**config.mk**
```make
export PLATFORM = sky130hd
export DESIGN_NAME = hbs_queue
export DESIGN_NICKNAME = d
export VERILOG_FILES = /design/src/hw/rtl/hbs_pkg.sv /design/src/hw/rtl/hbs_queue.sv
export SDC_FILE = /design/constraint.sdc
export NUM_CORES = 1
export LEC_CHECK = 0
export ABC_AREA = 1
export BUFFER_PORTS_ARGS = -buffer_cell sky130_fd_sc_hd__buf_2
export CAP_MARGIN = 20
export CORE_UTILIZATION = 40
export DETAILED_ROUTE_END_ITERATION = 16
export SYNTH_ARGS = -nofsm -noshare
export SYNTH_HDL_FRONTEND = slang
export SYNTH_SLANG_ARGS = --single-unit
export TNS_END_PERCENT = 50
```
**constraint.sdc**
```tcl
create_clock -name clk_i -period 3.3 [get_ports clk_i]
set_input_delay 0.495 -clock clk_i [delete_from_list [all_inputs] [get_ports clk_i]]
set_output_delay 0.495 -clock clk_i [all_outputs]
set_load 0.03 [all_outputs]
```
**src/hw/rtl/hbs_pkg.sv**
```systemverilog
// Shared types, constants and helper functions for the histogram bin statistics block.
`default_nettype none

package hbs_pkg;

  // Store geometry.
  localparam int unsigned LEVELS     = 256;
  localparam int unsigned COUNT_BITS = 24;
  localparam int unsigned IDX_W      = $clog2(LEVELS);
  localparam int unsigned TOT_W      = COUNT_BITS + IDX_W;

  // Fixed field widths of the beats.
  localparam int unsigned OUT_CNT_W = 24;
  localparam int unsigned OUT_LVL_W = 8;
  localparam logic [OUT_CNT_W-1:0] OUT_CNT_MAX = {OUT_CNT_W{1'b1}};
  localparam logic [OUT_LVL_W-1:0] OUT_LVL_MAX = {OUT_LVL_W{1'b1}};

  // Command queue between front and back.
  localparam int unsigned QDEPTH = 2;
  localparam int unsigned QAW    = $clog2(QDEPTH);

  typedef enum logic [1:0] {
    REQ_WRITE  = 2'd0,
    REQ_READ   = 2'd1,
    REQ_REPORT = 2'd2,
    REQ_CLEAR  = 2'd3
  } hbs_req_e;

  typedef enum logic [2:0] {
    ST_IDLE,
    ST_READ,
    ST_SUM,
    ST_MED,
    ST_DONE
  } hbs_state_e;

  typedef struct packed {
    logic [1:0]  req_type;
    logic [7:0]  level;
    logic [23:0] count;
  } hbs_in_t;

  typedef struct packed {
    logic [OUT_CNT_W-1:0] bin_value;
    logic [OUT_CNT_W-1:0] max_count;
    logic [OUT_CNT_W-1:0] average_count;
    logic [OUT_LVL_W-1:0] median_level;
  } hbs_out_t;

  // Decoded command as it sits in the queue.
  typedef struct packed {
    hbs_req_e              kind;
    logic                  in_range;
    logic [IDX_W-1:0]      idx;
    logic [COUNT_BITS-1:0] count;
  } hbs_cmd_t;

  function automatic logic [OUT_CNT_W-1:0] sat_cnt(input logic [63:0] v);
    if (v > 64'(OUT_CNT_MAX)) return OUT_CNT_MAX;
    return v[OUT_CNT_W-1:0];
  endfunction

  function automatic logic [OUT_LVL_W-1:0] sat_lvl(input logic [63:0] v);
    if (v > 64'(OUT_LVL_MAX)) return OUT_LVL_MAX;
    return v[OUT_LVL_W-1:0];
  endfunction

endpackage

`default_nettype wire

```
**src/hw/rtl/hbs_queue.sv**
```systemverilog
// Short command queue that decouples the front end from the back end.
`default_nettype none

module hbs_queue
  import hbs_pkg::*;
(
  input  wire logic     clk_i,
  input  wire logic     rst_ni,
  input  wire logic     push_i,
  input  wire hbs_cmd_t cmd_i,
  output logic          full_o,
  input  wire logic     pop_i,
  output logic          empty_o,
  output hbs_cmd_t      cmd_o
);

  hbs_cmd_t         entry_q [QDEPTH];
  logic [QAW-1:0]   wr_ptr_q, wr_ptr_d, rd_ptr_q, rd_ptr_d;
  logic [QAW:0]     fill_q, fill_d;
  logic             do_push, do_pop;

  assign full_o  = (fill_q == (QAW+1)'(QDEPTH));
  assign empty_o = (fill_q == '0);
  assign do_push = push_i && !full_o;
  assign do_pop  = pop_i && !empty_o;
  assign cmd_o   = entry_q[rd_ptr_q];

  always_comb begin
    wr_ptr_d = wr_ptr_q;
    rd_ptr_d = rd_ptr_q;
    fill_d   = fill_q;
    if (do_push) begin
      wr_ptr_d = (wr_ptr_q == QAW'(QDEPTH-1)) ? '0 : wr_ptr_q + 1'b1;
    end
    if (do_pop) begin
      rd_ptr_d = (rd_ptr_q == QAW'(QDEPTH-1)) ? '0 : rd_ptr_q + 1'b1;
    end
    if (do_push && !do_pop) begin
      fill_d = fill_q + 1'b1;
    end else if (do_pop && !do_push) begin
      fill_d = fill_q - 1'b1;
    end
  end

  always_ff @(posedge clk_i or negedge rst_ni) begin
    if (!rst_ni) begin
      wr_ptr_q <= '0;
      rd_ptr_q <= '0;
      fill_q   <= '0;
    end else begin
      wr_ptr_q <= wr_ptr_d;
      rd_ptr_q <= rd_ptr_d;
      fill_q   <= fill_d;
    end
  end

  always_ff @(posedge clk_i) begin
    if (do_push) begin
      entry_q[wr_ptr_q] <= cmd_i;
    end
  end

endmodule

`default_nettype wire

```
; Word-level counts from Yosys, hierarchy flattened
; Memories as Yosys holds them, arrays and structs flattened.
; Cells that the tools add are included.
[word_totals]
elab_cells = 25
ff_bits = 4
memories = 1
output_inout_bits = 37
ram_bits = 70
input_bits = 39
[op_classes]
n_addsub = 4
reduce_logical = 10
n_eq_ne = 1
n_mux = 6
[memory_table]
columns = name, depth, word_bits, read_ports, rd_clocked_by_memory_dff, wr, line_no
row1 = entry_q, 2, 35, 1, 0, 1, hbs_queue.sv:17  ; hbs_cmd_t entry_q [QDEPTH];
[ops]
columns = operator, count
row1 = logical AND 1 bit, 4
row2 = logical NOT 1 bit, 4
row3 = 2-to-1 mux 1 bit, 4
row4 = 2-to-1 mux 2 bit, 2
row5 = "adder 1 bit, second input constant", 2
row6 = "adder 2 x 1 -> 2 bit, second input constant", 1
row7 = "equality test 2 bit, second input constant", 1
row8 = logical NOT 2 bit, 1
row9 = nonzero test 2 bit, 1
row10 = "subtractor 2 x 1 -> 2 bit, second input constant", 1

; Logic depth before layout (Yosys ltp)
[logic_depth]
ltp_word = 7
depth_mapped = 9
depth_no_buf = 9

; Worst setup path after synthesis
; No wires, ideal clock.
[synth_path]
path_kind = input-to-reg
startpoint = input port push_i
endpoint = memory entry_q[1][0] (netlist name) (enable)
stages = 2
required_ns = 2.873
setup_ns = 0.427
slack_ns = 0.793
t_arrival_ns = 2.080
n_path_buf = 0
cell_sequence = o21ai_0 > nor2_1
[synth_between]
elab_chain_cells = 3
[synth_rtl]
columns = element, line_no
row1 = start: declaration, hbs_queue.sv:9  ; input wire logic push_i,
row2 = logical AND 1 bit, hbs_queue.sv:24  ; assign do_push = push_i && !full_o;
row3 = 2-to-1 mux 1 bit, hbs_queue.sv:58  ; if (do_push) begin
row4 = 2-to-1 mux 1 bit (implied by the code), hbs_queue.sv:59  ; entry_q[wr_ptr_q] <= cmd_i;
row5 = end: declaration, hbs_queue.sv:17
; No other way between the ends.

==> results.sh <==
export IMPL_clock_latency_ns=0.33
export IMPL_wl_met2_um=2410
export IMPL_post_cts_resized=0
export IMPL_status="finished clean"
export IMPL_worst_setup_path_type="flop to output port"
export IMPL_row_count=30
export IMPL_numCtsBuffers=9
export IMPL_worstHoldPathCells=1
export IMPL_drc=0
export IMPL_final_cell_area_um2=3470
export IMPL_layout_commonest_cell="nand2_1"
export IMPL_finalCriticalPeriod_ns=2.37
export IMPL_io_pins=76
export IMPL_crit_family="flip-flops"
export IMPL_cts_root_buffer="clkbuf_8"
export IMPL_die_x_um=85.4
export IMPL_yosysTopAreaCell="edfxtp_1"
export IMPL_dp_hpwl_um=3260
export IMPL_clock_path_buffers=2
export IMPL_drt_initial_drc_count=76
export IMPL_ctsHtreeMaxLevel=3
export IMPL_grt_pass1_wl_um=7940
export IMPL_ys_warn_count=0
export IMPL_layout_common_cells="114 x nand2_1, 75 x buf_2, 70 x edfxtp_1"
export IMPL_synthesis_area_um2=2780
export IMPL_ys_seq_elements=74
export IMPL_critPathArrivalTime_ns=1.87
export IMPL_drv_slew=0
export IMPL_antenna_found_initial=0
export IMPL_power_leakage_nw=1.54
export IMPL_setup_violations=0
export IMPL_synth_avg_cell_area_um2=13.0
export IMPL_slowest_stage="dfrtp_1"
export IMPL_gr_total_overflow=0
export IMPL_dr_max_layer_used="met4"
export IMPL_place_area_um2=3250
export IMPL_tns_ns=0
export IMPL_setup_ws_ns=0.933
export IMPL_clkTransAtPathRegs_ns=0.07
export IMPL_endpoint_kind="output port"
export IMPL_port_buffer_count=75
export IMPL_startpoint="rd_ptr_q"
export IMPL_place_gp_congestion=0.704
export IMPL_reg2reg_from="fill_q[1]"
export IMPL_final_antenna_net_count=0
export IMPL_drt_wl_total_um=4920
export IMPL_n_antenna_cell=0
export IMPL_fmax_mhz=423
export IMPL_num_nets_final=338
export IMPL_r2r_setup_slack_ns=1.37
export IMPL_power_mw=3.42
export IMPL_core_area_um2=6760
export IMPL_wl_per_cell_um=12.8
export IMPL_worstHoldStart="cmd_i[10]"
export IMPL_synth_nets=254
export IMPL_path_cells="buf_4 > nand2_1 > nand2_1 > buf_2"
export IMPL_worstMarginPinSlew_ns=0.765
export IMPL_max_vdd_ir_drop_v=0.000549
export IMPL_hold_end="entry_q[0][10]"
export IMPL_post_cts_buffers=0
export IMPL_clock_skew_ns=0.00833
export IMPL_hold_path_class="input pin to flop"
export IMPL_crit_top_cell="nand2_1"
export IMPL_die_area_um2=7290
export IMPL_reg2reg_depth=6
export IMPL_synth_distinct_cells=15
export IMPL_place_ws_ns=1.25
export IMPL_maxCapViolations=0
export IMPL_drive_gt1_share_pct=32.0
export IMPL_r2r_end="entry_q[0][12]"
export IMPL_dr_wl_met3_um=257
export IMPL_fillers=614
export IMPL_cp_max_fo=19
export IMPL_synthCells=214
export IMPL_grt_start_max_net_pins=37
export IMPL_cts_tree="built"
export IMPL_clock_sinks=74
export IMPL_yosysTopAreaCellShare_pct=75.6
export IMPL_drt_met1_wl_um=2160
export IMPL_worst_path_largest_cell_delay_ns=0.80
export IMPL_drt_pass1_iterations=4
export IMPL_grt_pass1_vias=1709
export IMPL_cp_start_kind="flop"
export IMPL_required_ns=2.80
export IMPL_syn_to_final_growth_pct=24.9
export IMPL_rsz0062_at_grt="false"
export IMPL_cellPowerDensity_nw_per_um2=986
export IMPL_grt_usage_pct=14.9
export IMPL_relSlewSlack_pct=49.0
export IMPL_stdcell_count=383
export IMPL_dpl_cell_count=366
export IMPL_avgViaCountPerCell=4.52
export IMPL_timing_final_crit_share_pct=71.7
export IMPL_die_h_um=85.4
export IMPL_path_buf_inv=2
export IMPL_initial_core_util_pct=41.1
export IMPL_synth_seq_area_share_pct=79.2
export IMPL_cts_hold_buf=1
export IMPL_netlist_top_cells_area="edfxtp_1 76%, nand2_1 15%, dfrtp_1 3.6%"
export IMPL_vias=1732
export IMPL_hold_violations=0
## cell type report
cell class / count / area [um2] / share of cell area (%)
clock buffer: 15 / 186 / 5.37
multi-input combinational: 125 / 505 / 14.6
tap: 80 / 100 / 2.88
clock inverter: 1 / 30.0 / 0.865
timing repair buffer: 80 / 415 / 12.0
inverter: 8 / 32.5 / 0.937
sequential: 74 / 2200 / 63.4
## registers in the layout, summed over array words and instances (netlist names)
name	count
wr_ptr_q	1
rd_ptr_q	1
entry_q	70
fill_q	2
## worst max-delay path by stage
stage,slack [ns],depth (start not counted),endpoint
5_1_grt,0.78,4,cmd_o[1]
3_5_place_dp,1.25,6,entry_q[0][32]
3_3_place_gp,1.25,6,entry_q[0][17]
6_report,0.93,4,cmd_o[0]
2_1_floorplan,0.79,2,entry_q[1][0]
4_1_cts,0.89,4,cmd_o[26]
## cell usage after synthesis
cell      number
nand2_1      114
nand3_1        1
dfrtp_1        4
nor2_1         2
xnor2_1        1
inv_4          1
nand3b_1       1
inv_1          7
buf_2          2
ha_1           1
nor2_2         2
o21ai_0        2
edfxtp_1      70
nand4_1        1
buf_4          5
## layer usage
| metal | global-route usage, % | vias up |
|---|---|---|
| li1 | - | 876 |
| met3 | 3.99 | 8 |
| met4 | 7.27 | 0 |
| met1 | 18.1 | 801 |
| met2 | 24.9 | 47 |
| met5 | 0 | - |
## worst register-to-register path, cell delays in order, from the launching register on
cell and delay (ns):
dfrtp_1 0.41, inv_1 0.12, nor2_2 0.05, nor2_2 0.11, nand2_1 0.07, inv_1 0.56, buf_4 0.33
## per-stage QoR
step / hold WS (ns) / util (%)
6_report: 0.350 / 51.4
5_1_grt: 0.335 / 51.4
4_1_cts: 0.337 / 51.4
3_5_place_dp: 0.308 / 48.0
3_3_place_gp: 0.315 / 48.0
2_1_floorplan: 0.199 / -
## cells by family (layout without fill, tap and decap cells)
logic type,count (synthesis),count (layout),synth area share (%)
simple gates,121,121,16.8
fa+ha+maj,1,1,0.450
flops,74,74,79.2
buf+inv,15,104,2.88
xor+xnor,1,1,0.315
compound gates,2,2,0.360
## power by group
group,internal [mW],switching (mW),total [mW]
clock,0.433,0.297,0.730
sequential,1.28,0.100,1.38
combinational,0.339,0.973,1.31
Note: power is estimated with default switching activity, not from simulation.
